### config.mk
export PLATFORM = sky130hd
export DESIGN_NAME = nested_page_table_walker_flat
export DESIGN_NICKNAME = d
export VERILOG_FILES = /design/src/rtl/core/nptw_pkg.sv /design/src/rtl/core/nptw_if.sv /design/src/rtl/core/nptw_front.sv /design/src/rtl/core/nptw_back.sv /design/src/rtl/core/nested_page_table_walker.sv /design/src/flat_wrapper.sv
export SDC_FILE = /design/constraint.sdc
export NUM_CORES = 1
export LEC_CHECK = 0
export BUFFER_PORTS_ARGS = -buffer_cell sky130_fd_sc_hd__buf_2
export CORE_MARGIN = 3
export CORE_UTILIZATION = 55
export DETAILED_ROUTE_END_ITERATION = 16
export GPL_TIMING_DRIVEN = 1
export PLACE_DENSITY = 0.76
export SETUP_SLACK_MARGIN = 0.4
export SYNTH_ARGS = -nofsm -noshare
export SYNTH_HDL_FRONTEND = slang
export SYNTH_SLANG_ARGS = --single-unit
### constraint.sdc
create_clock -name clk_i -period 7 [get_ports clk_i]
set_input_delay 1.05 -clock clk_i [delete_from_list [all_inputs] [get_ports clk_i]]
set_output_delay 1.05 -clock clk_i [all_outputs]
set_load 0.02 [all_outputs]
### src/rtl/core/nptw_pkg.sv
// Package for the nested page table walker: codes, types and helpers.
// No dependencies.
`default_nettype none
package nptw_pkg;
  localparam int unsigned AddrW = 52;
  localparam int unsigned VaW   = 48;
  localparam int unsigned DataW = 64;

  typedef enum logic [1:0] {
    MODE_GVA  = 2'd0,
    MODE_GPA  = 2'd1,
    MODE_DATA = 2'd2,
    MODE_BAD  = 2'd3
  } mode_e;

  typedef enum logic [2:0] {
    ST_OK          = 3'd0,
    ST_NO_ROOT     = 3'd1,
    ST_GUEST_NP    = 3'd2,
    ST_NESTED_NP   = 3'd3,
    ST_UNEXPECTED  = 3'd4
  } status_e;

  typedef enum logic [1:0] {
    PH_IDLE   = 2'd0,
    PH_NESTED = 2'd1,
    PH_GUEST  = 2'd2
  } phase_e;

  typedef enum logic {
    CFG_GUEST_ROOT  = 1'b0,
    CFG_NESTED_ROOT = 1'b1
  } cfg_idx_e;

  localparam int unsigned CfgIdxW = 1;

  // Classified item handed from the front part to the back part.
  typedef struct packed {
    mode_e             mode;
    logic [VaW-1:0]    req;
    logic [DataW-1:0]  data;
  } item_t;

  typedef struct packed {
    logic              kind;
    logic [AddrW-1:0]  addr;
    status_e           status;
  } result_t;

  function automatic logic [8:0] tbl_index(input logic [AddrW-1:0] a,
                                           input logic [1:0] lvl);
    logic [8:0] r;
    begin
      unique case (lvl)
        2'd0: r = a[47:39];
        2'd1: r = a[38:30];
        2'd2: r = a[29:21];
        default: r = a[20:12];
      endcase
      return r;
    end
  endfunction

  function automatic logic [AddrW-1:0] entry_addr(input logic [AddrW-1:0] base,
                                                  input logic [8:0] idx);
    return {base[AddrW-1:12], 12'd0} + {{(AddrW-12){1'b0}}, idx, 3'd0};
  endfunction
endpackage
`default_nettype wire

### src/rtl/core/nptw_if.sv
// Valid/ready channel interface carrying one payload struct.
// Payload type is a parameter; no package dependency.
`default_nettype none
interface nptw_if #(parameter type T = logic);
  logic valid;
  logic ready;
  T     data;
  modport source (output valid, output data, input ready);
  modport sink (input valid, input data, output ready);
endinterface
`default_nettype wire

### src/rtl/core/nptw_front.sv
// Front part: takes input transfers, masks request bits, pushes into a queue.
// Uses nptw_pkg.
`default_nettype none
module nptw_front #(
  parameter int unsigned VIRT_ADDR_BITS = 48
) (
  input  wire logic            clk_i,
  input  wire logic            rst_ni,
  input  wire logic            in_valid_i,
  output logic                 in_ready_o,
  input  wire logic [1:0]      mode_i,
  input  wire logic [47:0]     req_i,
  input  wire logic [63:0]     data_i,
  output logic                 q_valid_o,
  input  wire logic            q_ready_i,
  output nptw_pkg::item_t      q_item_o
);
  // Two-entry queue.
  nptw_pkg::item_t mem_q [2];
  logic [0:0] wp_q, rp_q;
  logic [1:0] cnt_q;
  logic push, pop;
  logic [47:0] req_mask;
  nptw_pkg::item_t it;

  assign req_mask = (VIRT_ADDR_BITS >= 48) ? {48{1'b1}} :
                    ((48'd1 << VIRT_ADDR_BITS) - 48'd1);
  assign in_ready_o = (cnt_q != 2'd2);
  assign push = in_valid_i && in_ready_o;
  assign q_valid_o = (cnt_q != 2'd0);
  assign pop = q_valid_o && q_ready_i;
  assign q_item_o = mem_q[rp_q];

  always_comb begin
    it.mode = nptw_pkg::mode_e'(mode_i);
    it.req  = req_i & req_mask;
    it.data = data_i;
  end

  always_ff @(posedge clk_i) begin
    if (push) mem_q[wp_q] <= it;
  end

  always_ff @(posedge clk_i or negedge rst_ni) begin
    if (!rst_ni) begin
      wp_q <= '0; rp_q <= '0; cnt_q <= '0;
    end else begin
      if (push) wp_q <= wp_q + 1'b1;
      if (pop) rp_q <= rp_q + 1'b1;
      cnt_q <= cnt_q + {1'b0, push} - {1'b0, pop};
    end
  end
endmodule
`default_nettype wire

### src/rtl/core/nptw_back.sv
// Back part: walk state machine, one step per queued item, result register.
// Uses nptw_pkg.
`default_nettype none
module nptw_back (
  input  wire logic                 clk_i,
  input  wire logic                 rst_ni,
  input  wire logic [51:0]          guest_root_i,
  input  wire logic [51:0]          nested_root_i,
  input  wire logic                 q_valid_i,
  output logic                      q_ready_o,
  input  wire nptw_pkg::item_t      q_item_i,
  output logic                      out_valid_o,
  input  wire logic                 out_ready_i,
  output nptw_pkg::result_t         out_res_o
);
  nptw_pkg::phase_e phase_q, phase_d;
  logic gact_q, gact_d;
  logic [1:0] glvl_q, glvl_d, nlvl_q, nlvl_d;
  logic [47:0] sva_q, sva_d;
  logic [51:0] pgpa_q, pgpa_d;
  logic ov_q;
  nptw_pkg::result_t res_q, res_d;
  logic step;
  logic [51:0] e, ns_gpa, leaf;
  logic ns_go, ns_for_guest;
  logic is_large;

  assign q_ready_o = !ov_q || out_ready_i;
  assign step = q_valid_i && q_ready_o;
  assign out_valid_o = ov_q;
  assign out_res_o = res_q;
  assign e = q_item_i.data[51:0];
  assign is_large = q_item_i.data[7];

  always_comb begin
    phase_d = phase_q; gact_d = gact_q; glvl_d = glvl_q; nlvl_d = nlvl_q;
    sva_d = sva_q; pgpa_d = pgpa_q;
    res_d = '{kind: 1'b1, addr: '0, status: nptw_pkg::ST_UNEXPECTED};
    ns_go = 1'b0; ns_for_guest = 1'b0; ns_gpa = '0; leaf = '0;
    unique case (q_item_i.mode)
      nptw_pkg::MODE_GVA: begin
        if (guest_root_i == '0) begin
          phase_d = nptw_pkg::PH_IDLE;
          res_d.status = nptw_pkg::ST_NO_ROOT;
        end else begin
          sva_d = q_item_i.req; glvl_d = 2'd0;
          ns_go = 1'b1; ns_for_guest = 1'b1;
          ns_gpa = nptw_pkg::entry_addr(guest_root_i,
                                        nptw_pkg::tbl_index({4'd0, q_item_i.req}, 2'd0));
        end
      end
      nptw_pkg::MODE_GPA: begin
        sva_d = q_item_i.req;
        ns_go = 1'b1; ns_gpa = {4'd0, q_item_i.req};
      end
      nptw_pkg::MODE_DATA: begin
        if (phase_q == nptw_pkg::PH_NESTED) begin
          if (!q_item_i.data[0]) begin
            phase_d = nptw_pkg::PH_IDLE;
            res_d.status = nptw_pkg::ST_NESTED_NP;
          end else if ((nlvl_q == 2'd1 && is_large) || (nlvl_q == 2'd2 && is_large) ||
                       nlvl_q == 2'd3) begin
            if (nlvl_q == 2'd1 && is_large) leaf = {e[51:30], pgpa_q[29:0]};
            else if (nlvl_q == 2'd2) leaf = {e[51:21], pgpa_q[20:0]};
            else leaf = {e[51:12], pgpa_q[11:0]};
            res_d.addr = leaf; res_d.status = nptw_pkg::ST_OK;
            if (gact_q) begin
              phase_d = nptw_pkg::PH_GUEST; res_d.kind = 1'b0;
            end else begin
              phase_d = nptw_pkg::PH_IDLE;
            end
          end else begin
            nlvl_d = nlvl_q + 2'd1;
            res_d.kind = 1'b0; res_d.status = nptw_pkg::ST_OK;
            res_d.addr = nptw_pkg::entry_addr(e, nptw_pkg::tbl_index(pgpa_q, nlvl_d));
          end
        end else if (phase_q == nptw_pkg::PH_GUEST) begin
          if (!q_item_i.data[0]) begin
            phase_d = nptw_pkg::PH_IDLE;
            res_d.status = nptw_pkg::ST_GUEST_NP;
          end else begin
            ns_go = 1'b1;
            if (glvl_q == 2'd1 && is_large) ns_gpa = {e[51:30], sva_q[29:0]};
            else if (glvl_q == 2'd2 && is_large) ns_gpa = {e[51:21], sva_q[20:0]};
            else if (glvl_q == 2'd3) ns_gpa = {e[51:12], sva_q[11:0]};
            else begin
              glvl_d = glvl_q + 2'd1; ns_for_guest = 1'b1;
              ns_gpa = nptw_pkg::entry_addr(e, nptw_pkg::tbl_index({4'd0, sva_q}, glvl_d));
            end
          end
        end
      end
      default: ;
    endcase
    if (ns_go) begin
      pgpa_d = ns_gpa; gact_d = ns_for_guest; nlvl_d = 2'd0;
      phase_d = nptw_pkg::PH_NESTED;
      res_d.kind = 1'b0; res_d.status = nptw_pkg::ST_OK;
      res_d.addr = nptw_pkg::entry_addr(nested_root_i, nptw_pkg::tbl_index(ns_gpa, 2'd0));
    end
  end

  always_ff @(posedge clk_i or negedge rst_ni) begin
    if (!rst_ni) begin
      phase_q <= nptw_pkg::PH_IDLE; gact_q <= 1'b0; glvl_q <= '0; nlvl_q <= '0;
      sva_q <= '0; pgpa_q <= '0; ov_q <= 1'b0;
    end else begin
      if (step) begin
        phase_q <= phase_d; gact_q <= gact_d; glvl_q <= glvl_d; nlvl_q <= nlvl_d;
        sva_q <= sva_d; pgpa_q <= pgpa_d;
      end
      if (step) ov_q <= 1'b1;
      else if (out_ready_i) ov_q <= 1'b0;
    end
  end

  always_ff @(posedge clk_i) begin
    if (step) res_q <= res_d;
  end
endmodule
`default_nettype wire

### src/rtl/core/nested_page_table_walker.sv
// Top level of the two-dimensional page walker.
// Uses nptw_pkg, nptw_if, nptw_front and nptw_back.
// One item per cycle sustained while out_if.ready keeps the result register free:
// each item is one walk step in the back part's single combinational stage; its
// result passes through a queue entry, then the result register. Every item
// yields one result.
`default_nettype none
module nested_page_table_walker #(
  parameter int unsigned VIRT_ADDR_BITS = 48
) (
  input  wire logic        clk_i,
  input  wire logic        rst_ni,
  input  wire logic        cfg_we_i,
  input  wire logic [0:0]  cfg_idx_i,
  input  wire logic [51:0] cfg_data_i,
  nptw_if.sink             in_if,
  nptw_if.source           out_if
);
  logic [51:0] groot_q, nroot_q;
  logic qv, qr;
  nptw_pkg::item_t qi;
  nptw_pkg::result_t res;

  always_ff @(posedge clk_i or negedge rst_ni) begin
    if (!rst_ni) begin
      groot_q <= '0; nroot_q <= '0;
    end else if (cfg_we_i) begin
      unique case (nptw_pkg::cfg_idx_e'(cfg_idx_i))
        nptw_pkg::CFG_GUEST_ROOT:  groot_q <= cfg_data_i;
        nptw_pkg::CFG_NESTED_ROOT: nroot_q <= cfg_data_i;
        default: ;
      endcase
    end
  end

  nptw_front #(.VIRT_ADDR_BITS(VIRT_ADDR_BITS)) u_front (
    .clk_i, .rst_ni,
    .in_valid_i(in_if.valid), .in_ready_o(in_if.ready),
    .mode_i(in_if.data.mode), .req_i(in_if.data.req),
    .data_i(in_if.data.data),
    .q_valid_o(qv), .q_ready_i(qr), .q_item_o(qi)
  );

  nptw_back u_back (
    .clk_i, .rst_ni,
    .guest_root_i(groot_q), .nested_root_i(nroot_q),
    .q_valid_i(qv), .q_ready_o(qr), .q_item_i(qi),
    .out_valid_o(out_if.valid), .out_ready_i(out_if.ready), .out_res_o(res)
  );

  always_comb begin
    out_if.data.kind   = res.kind;
    out_if.data.addr   = res.addr;
    out_if.data.status = res.status;
  end
endmodule
`default_nettype wire

### src/flat_wrapper.sv
// flat-port wrapper written by rule: the top's interface ports become plain ports
module nested_page_table_walker_flat 
#(
  parameter int unsigned VIRT_ADDR_BITS = 48
)
  (clk_i, rst_ni, cfg_we_i, cfg_idx_i, cfg_data_i, in_if_valid, in_if_data, in_if_ready, out_if_valid, out_if_data, out_if_ready);
  nptw_if #(.T(nptw_pkg::item_t)) in_if_i ();
  nptw_if #(.T(nptw_pkg::result_t)) out_if_i ();
  input  wire logic clk_i;
  input  wire logic rst_ni;
  input  wire logic cfg_we_i;
  input  wire logic [0:0] cfg_idx_i;
  input  wire logic [51:0] cfg_data_i;
  input wire logic [$bits(in_if_i.valid)-1:0] in_if_valid;
  input wire logic [$bits(in_if_i.data)-1:0] in_if_data;
  output wire logic [$bits(in_if_i.ready)-1:0] in_if_ready;
  output wire logic [$bits(out_if_i.valid)-1:0] out_if_valid;
  output wire logic [$bits(out_if_i.data)-1:0] out_if_data;
  input wire logic [$bits(out_if_i.ready)-1:0] out_if_ready;
  assign in_if_i.valid = in_if_valid;
  assign in_if_i.data = in_if_data;
  assign in_if_ready = in_if_i.ready;
  assign out_if_valid = out_if_i.valid;
  assign out_if_data = out_if_i.data;
  assign out_if_i.ready = out_if_ready;
  nested_page_table_walker #(.VIRT_ADDR_BITS(VIRT_ADDR_BITS)) u_core (.clk_i(clk_i), .rst_ni(rst_ni), .cfg_we_i(cfg_we_i), .cfg_idx_i(cfg_idx_i), .cfg_data_i(cfg_data_i), .in_if(in_if_i), .out_if(out_if_i));
endmodule
==> reports/qor.csv, run 1 <==
stage;metric;value;unit
clock_network;clock_sinks;440;
route;vias;11700;
synth;yosys-top-cells-count;edfxtp_1, dfrtp_1, mux2_2;
timing;clock.fmax;231;MHz
synth;synth_nets;1410;
route;drc;0;
cells_and_area;nets;1606;
grt;antenna_found_initial;3;
route;drt-wirelength-per-cell;24.5;um
cells_and_area;area_delta_synth_final;15.8;%
synth;seq_area_frac_synth;0.656;
floorplan;rows;66;
job;cap_violations;0;
synth;yosysMostFrequentCell;edfxtp_1;
critical_path;start_kind;register;
clock_network;clkSlewWorstSetupHoldPaths;0.06;ns
synth;ys_seq_elements;440;
synth;synth_edf_count;240;
cells_and_area;fillers;2330;
floorplan;die_w;190;um
floorplan;die_area;36100;um2
route;drtAntennaViolNets;0;
critical_path;crit_required;7.42;ns
floorplan;io_pins;230;
route;drt_wl_total;46.5;mm
synth;synth_ff_type;edfxtp_1;
clock_network;cts_resized;0;
timing;hold_viol_final;0;
timing;finalCritPeriodShare;0.617;
critical_path;crit_type;reg -> reg;
status;status;complete, no violations;
synth;synth_top_area_frac;0.387;
clock_network;cts_buffers;46;
pwr;p_total;9750;uW
grt;grt_max_degree;87;
timing;finalClockSkew;0.0290;ns
floorplan;start_util;0.565;
floorplan;die-height;190;um
pwr;power_density;452;nW/um2
placed_design;hpwlAfterDp;31.0;mm
synth;synth.area.top_cells;edfxtp_1, dfrtp_1, mux2_2;
grt;grt_usage;0.255;
synth;synthCells;1224;
floorplan;coreArea;32900;um2
timing;period_minus_slack;4.32;ns
clock_network;ctsRootBufferMaster;clkbuf_16;
timing;holdWs;0.494;ns
grt;grt_pass1_vias;11800;
timing;rsz0062_at_grt;no;
cells_and_area;finish.utilization;0.654;
clock_network;cts_tree;done;
cells_and_area;drive_gt1_frac;0.346;
placed_design;io_buffers;207;
critical_path;worstPathMaxFanout;63;
synth;yosysTopAreaCell;edfxtp_1;
route;dr.pass1.iters;7;
pwr;leakagePower;0.00864;uW
synth;synth_area_per_cell;15.2;um2
synth;syn-cell-area;18600;um2
timing;finalSetupViolCount;0;
placed_design;routabilityCongestion;0.870;
synth;ys.warnings.count;0;
timing;slew_violations;0;
critical_path;cp.arrival;4.74;ns
clock_network;cts_buffer_depth;3;
route;drtIter0Drc;1139;
pwr;irDropWorstVdd;0.000284;V
clock_network;insertion_delay;0.55;ns
critical_path;crit_path_end_kind;register;
clock_network;post_cts_buffers;0;
synth;async_flop_share;0.455;
timing;slew_headroom;0.172;
worst_hold_path;worstHoldPathType;reg -> reg;
synth;yosys.cell_types.count;55;
route;vias_per_cell;6.17;
clock_network;ctsHtreeMaxLevel;2;
clock_network;ctsHoldBuffers;0;
grt;overflow;0;
grt;grt_pass1_wl;70.3;mm
timing;tns;0;ns
timing;tightest_slew;1.24;ns
critical path, stage by stage (launching register included):
cell and delay, ns:
dfrtp_4 1.01, and3b_1 0.36, o211a_1 0.95, nor2_1 0.29, a21oi_4 0.43, buf_4 0.69
mux2_1 0.38
sequential cells by signal, indices dropped and copies added (netlist names), 2 cells and up:
| signal | cells |
|---|---|
| u_core.u_back.sva_q | 48 |
| u_core.u_back.glvl_q | 2 |
| u_core.nroot_q | 40 |
| u_core.u_back.pgpa_q | 48 |
| u_core.u_front.cnt_q | 2 |
| u_core.u_back.nlvl_q | 2 |
| u_core.groot_q | 52 |
| u_core.u_back.phase_q | 2 |
| u_core.u_front.mem_q | 184 |
| u_core.u_back.out_res_o | 56 |
power breakdown:
part	switching, uW	internal, uW	leakage (uW)
clock	960	1450	0.000724
combinational	1910	1270	0.00324
sequential	514	3630	0.00468
cells by family after synthesis:
group,Yosys count,share of synthesized area
flip-flops,440,0.656
multiplexers,302,0.180
AO/OA/AOI/OAI,215,0.0892
AND/OR/NAND/NOR,138,0.0381
buffers and inverters,111,0.0255
adder cells (fa/ha/maj),14,0.00940
XOR/XNOR,4,0.00188
through the flow:
| stage | area [um2] | std cells | setup WS, ns |
|---|---|---|---|
| global placement | 20100 | 1814 | 2.81 |
| floorplan | 18600 | 1224 | 1.47 |
| CTS | 21600 | 1899 | 2.73 |
| detailed placement | 20100 | 1814 | 2.72 |
| finish | 21600 | 1900 | 2.68 |
| global route | 21600 | 1900 | 2.51 |
final cells by class:
cell class	count	area, um2	area share
sequential	440	12200	0.566
multi-input combinational	673	5990	0.278
clock buffer	73	1330	0.0619
timing repair buffer	224	1170	0.0544
tap	442	553	0.0256
clock inverter	12	163	0.00754
inverter	35	131	0.00609
antenna	1	2.50	0.000116
cell usage in the layout (no fill, tap or decap), drive strengths merged, types with 6 or more instances in the layout:
cell / netlist / routed
edfxtp: 240 / 240
buf: 23 / 223
mux2: 210 / 210
dfrtp: 200 / 200
mux2i: 92 / 92
clkbuf: 53 / 74
nor2: 45 / 45
a21oi: 44 / 44
inv: 35 / 36
a222oi: 34 / 34
nand2: 34 / 34
o21ai: 25 / 25
o2bb2ai: 25 / 25
a22o: 19 / 19
o221ai: 19 / 19
nor3b: 14 / 14
ha: 14 / 14
nor4: 14 / 14
o22ai: 9 / 9
o31ai: 9 / 9
a32oi: 9 / 9
a221o: 8 / 8
nor3: 6 / 6
clkinv: 0 / 6
path summary, 6_finish.rpt:
kind | slack [ns] | startpoint | endpoint | depth (start not counted)
setup / recovery | 2.68 | u_core.u_front.rp_q | u_core.u_back.pgpa_q[38] | 6
hold / removal | 0.49 | u_core.u_back.pgpa_q[2] | u_core.u_back.pgpa_q[2] | 1
setup reg to reg | 2.68 | u_core.u_front.rp_q | u_core.u_back.pgpa_q[38] | 6
hold reg to reg | 0.49 | u_core.u_back.pgpa_q[2] | u_core.u_back.pgpa_q[2] | 1
max in group asynchronous | 5.12 | rst_ni | u_core.u_front.rp_q | 2
min in group asynchronous | 0.54 | rst_ni | u_core.nroot_q[48] | 1
metal layers:
layer	vias up	global-route usage	part of all wire
met5	-	0	0.00049
met4	4	0.0705	0.026
met3	89	0.0394	0.074
met2	551	0.428	0.49
met1	5942	0.349	0.41
li1	5139	-	-
(Power assumes the default switching activity.)
==> inputs of run 2 (changes only) <==
--- a/config.mk
+++ b/config.mk
@@ -7,10 +7,10 @@
 export LEC_CHECK = 0
 export BUFFER_PORTS_ARGS = -buffer_cell sky130_fd_sc_hd__buf_2
 export CORE_MARGIN = 3
-export CORE_UTILIZATION = 55
+export CORE_UTILIZATION = 52
 export DETAILED_ROUTE_END_ITERATION = 16
 export GPL_TIMING_DRIVEN = 1
-export PLACE_DENSITY = 0.76
+export PLACE_DENSITY = 0.75
 export SETUP_SLACK_MARGIN = 0.4
 export SYNTH_ARGS = -nofsm -noshare
 export SYNTH_HDL_FRONTEND = slang
==> constraint.sdc (replaced) <==
create_clock -name clk_i -period 3.55 [get_ports clk_i]
set_input_delay 0.5325 -clock clk_i [delete_from_list [all_inputs] [get_ports clk_i]]
set_output_delay 0.5325 -clock clk_i [all_outputs]
set_load 0.02 [all_outputs]
==> run 2 against run 1 <==
Effect of this change:
- power grew 96%
- clock-buffer cell count shrank 13
- critical path type unchanged
- non-clock buffer count grew 19
- utilization down 3.2 points
- register-to-register slack got worse by 2.1 ns
- largest power group unchanged
- largest cell class unchanged
- via count grew 0.50%
- die area rose by 5.6%
- first-iteration DRC count up 9.3%
==> reports/qor.csv, run 2 (synthesis gave the netlist of run 1 again) <==
stage;metric;value;unit
timing;period_minus_slack;2.98;ns
clock_network;cts_tree;done;
timing;slew_violations;0;
route;dr.pass1.iters;7;
timing;holdWs;0.0477;ns
route;drt_wl_total;47.9;mm
pwr;irDropWorstVdd;0.000464;V
critical_path;r2r_cells;6;
floorplan;die-height;195;um
placed_design;place_area;20300;um2
pwr;leakagePower;0.00871;uW
cells_and_area;regMostFlops;u_core.u_front.mem_q;
critical_path;critical_path_depth;6;
critical_path;worstPathMaxFanout;13;
timing;finalCritPeriodShare;0.840;
grt;grt_max_degree;85;
pwr;p_int;12300;uW
clock_network;ctsHoldBuffers;0;
pwr;p_total;19100;uW
timing;slew_headroom;0.295;
clock_network;cts_buffers;45;
floorplan;start_util;0.534;
grt;overflow;0;
grt;antenna_found_initial;5;
critical_path;critPathTopFamily;compound AO/OA/AOI/OAI gates;
cells_and_area;drive_gt1_frac;0.355;
floorplan;io_pins;230;
clock_network;insertion_delay;0.55;ns
critical_path;path_cells;nor4_1 -> nand4_1 -> o41ai_4 -> a21oi_4 -> buf_4 -> mux2_4;
clock_network;cts_buffer_depth;3;
placed_design;hpwlAfterDp;33.4;mm
clock_network;ctsHtreeMaxLevel;2;
route;drtAntennaViolNets;0;
timing;clock.fmax;335;MHz
cells_and_area;instances_no_fill;1932;
cells_and_area;largest_register_ffs;184;
pwr;p_sw;6790;uW
critical_path;crit_type;reg -> reg;
clock_network;post_cts_buffers;0;
critical_path;crit_path_top_delay_cell;o41ai_4;
route;drc;0;
timing;tns;0;ns
grt;grt_pass1_wl;73.2;mm
grt;grt_pass1_vias;12200;
critical_path;crit_path_end_kind;register;
pwr;clkPwrFrac;0.235;
cells_and_area;area_delta_synth_final;16.5;%
clock_network;clkSlewWorstSetupHoldPaths;0.06;ns
placed_design;routabilityCongestion;0.870;
job;cap_violations;0;
cells_and_area;layout_commonest_cell;edfxtp_1;
critical_path;cp.arrival;3.41;ns
floorplan;die_w;195;um
pwr;seqPwrFrac;0.423;
route;drtIter0Drc;1245;
timing;tightest_slew;1.05;ns
route;vias_per_cell;6.10;
route;vias;11800;
floorplan;die_area;38100;um2
placed_design;dpl.cell_count;1846;
timing;rsz0062_at_grt;no;
route;drt-wirelength-per-cell;24.8;um
timing;finalSetupViolCount;0;
timing;finalClockSkew;0.0182;ns
critical_path;max_stage_delay;0.67;ns
cells_and_area;nets;1624;
clock_network;clock_sinks;440;
pwr;power_density;882;nW/um2
critical_path;critPathBufInv;1;
grt;grt_usage;0.249;
pwr;swShare;0.355;
floorplan;coreArea;34900;um2
placed_design;io_buffers;207;
critical_path;start_kind;register;
clock_network;ctsRootBufferMaster;clkbuf_16;
cells_and_area;final_cell_mix;edfxtp_1, buf_2, dfrtp_1;
cells_and_area;final_cell_area;21700;um2
critical_path;crit_required;3.97;ns
cells_and_area;fillers;2645;
clock_network;cts_resized;0;
pwr;comb_power_share;0.341;
worst_hold_path;worstHoldPathType;in -> async;
floorplan;rows;68;
timing;hold_viol_final;0;
status;status;complete, no violations;
## run 2: through the flow
step | worst slack [ns] | utilization
final | 0.566 | 0.622
after global routing | 0.435 | 0.622
after CTS | 0.568 | 0.622
after detailed placement | 0.607 | 0.582
after global placement | 0.687 | 0.582
after floorplan | 0.483 | -
## run 2: cell type report
| cell class | instances | area [um2] | share of cell area |
|---|---|---|---|
| well taps | 455 | 569 | 0.0262 |
| clock buffers | 60 | 1250 | 0.0578 |
| flip-flops and latches | 440 | 12200 | 0.563 |
| diodes | 2 | 5.00 | 0.000231 |
| repair buffers | 243 | 1390 | 0.0641 |
| inverters | 35 | 135 | 0.00623 |
| multi-input cells | 673 | 5990 | 0.276 |
| clock inverters | 24 | 144 | 0.00663 |
## run 2: path summary, 6_finish.rpt
kind | end | from | slack (ns)
setup / recovery | u_core.u_back.pgpa_q[30] | u_core.groot_q[27] | 0.57
hold / removal | u_core.nroot_q[48] | rst_ni | 0.05
min in group clk_i | u_core.u_front.mem_q[1][44] | in_if_data[44] | 0.17
setup reg to reg | u_core.u_back.pgpa_q[30] | u_core.groot_q[27] | 0.57
max in group asynchronous | u_core.u_back.sva_q[30] | rst_ni | 2.63
hold reg to reg | u_core.u_back.pgpa_q[2] | u_core.u_back.pgpa_q[2] | 0.50
## run 2: per-layer routing
layer / wire (um) / global-route usage / vias to the layer above
li1: - / - / 5186
met1: 19500 / 0.343 / 5964
met2: 23200 / 0.410 / 531
met3: 3620 / 0.0407 / 95
met4: 1540 / 0.0790 / 8
met5: 49 / 0 / -
## run 2: power by group through the flow
stage,logic (uW),clock network [uW],registers [uW]
finish,6530,4500,8100
detailed placement,6490,0,8160
global route,7020,4770,8230
CTS,6530,4570,8080
global placement,6320,0,8100
floorplan,4180,0,8150
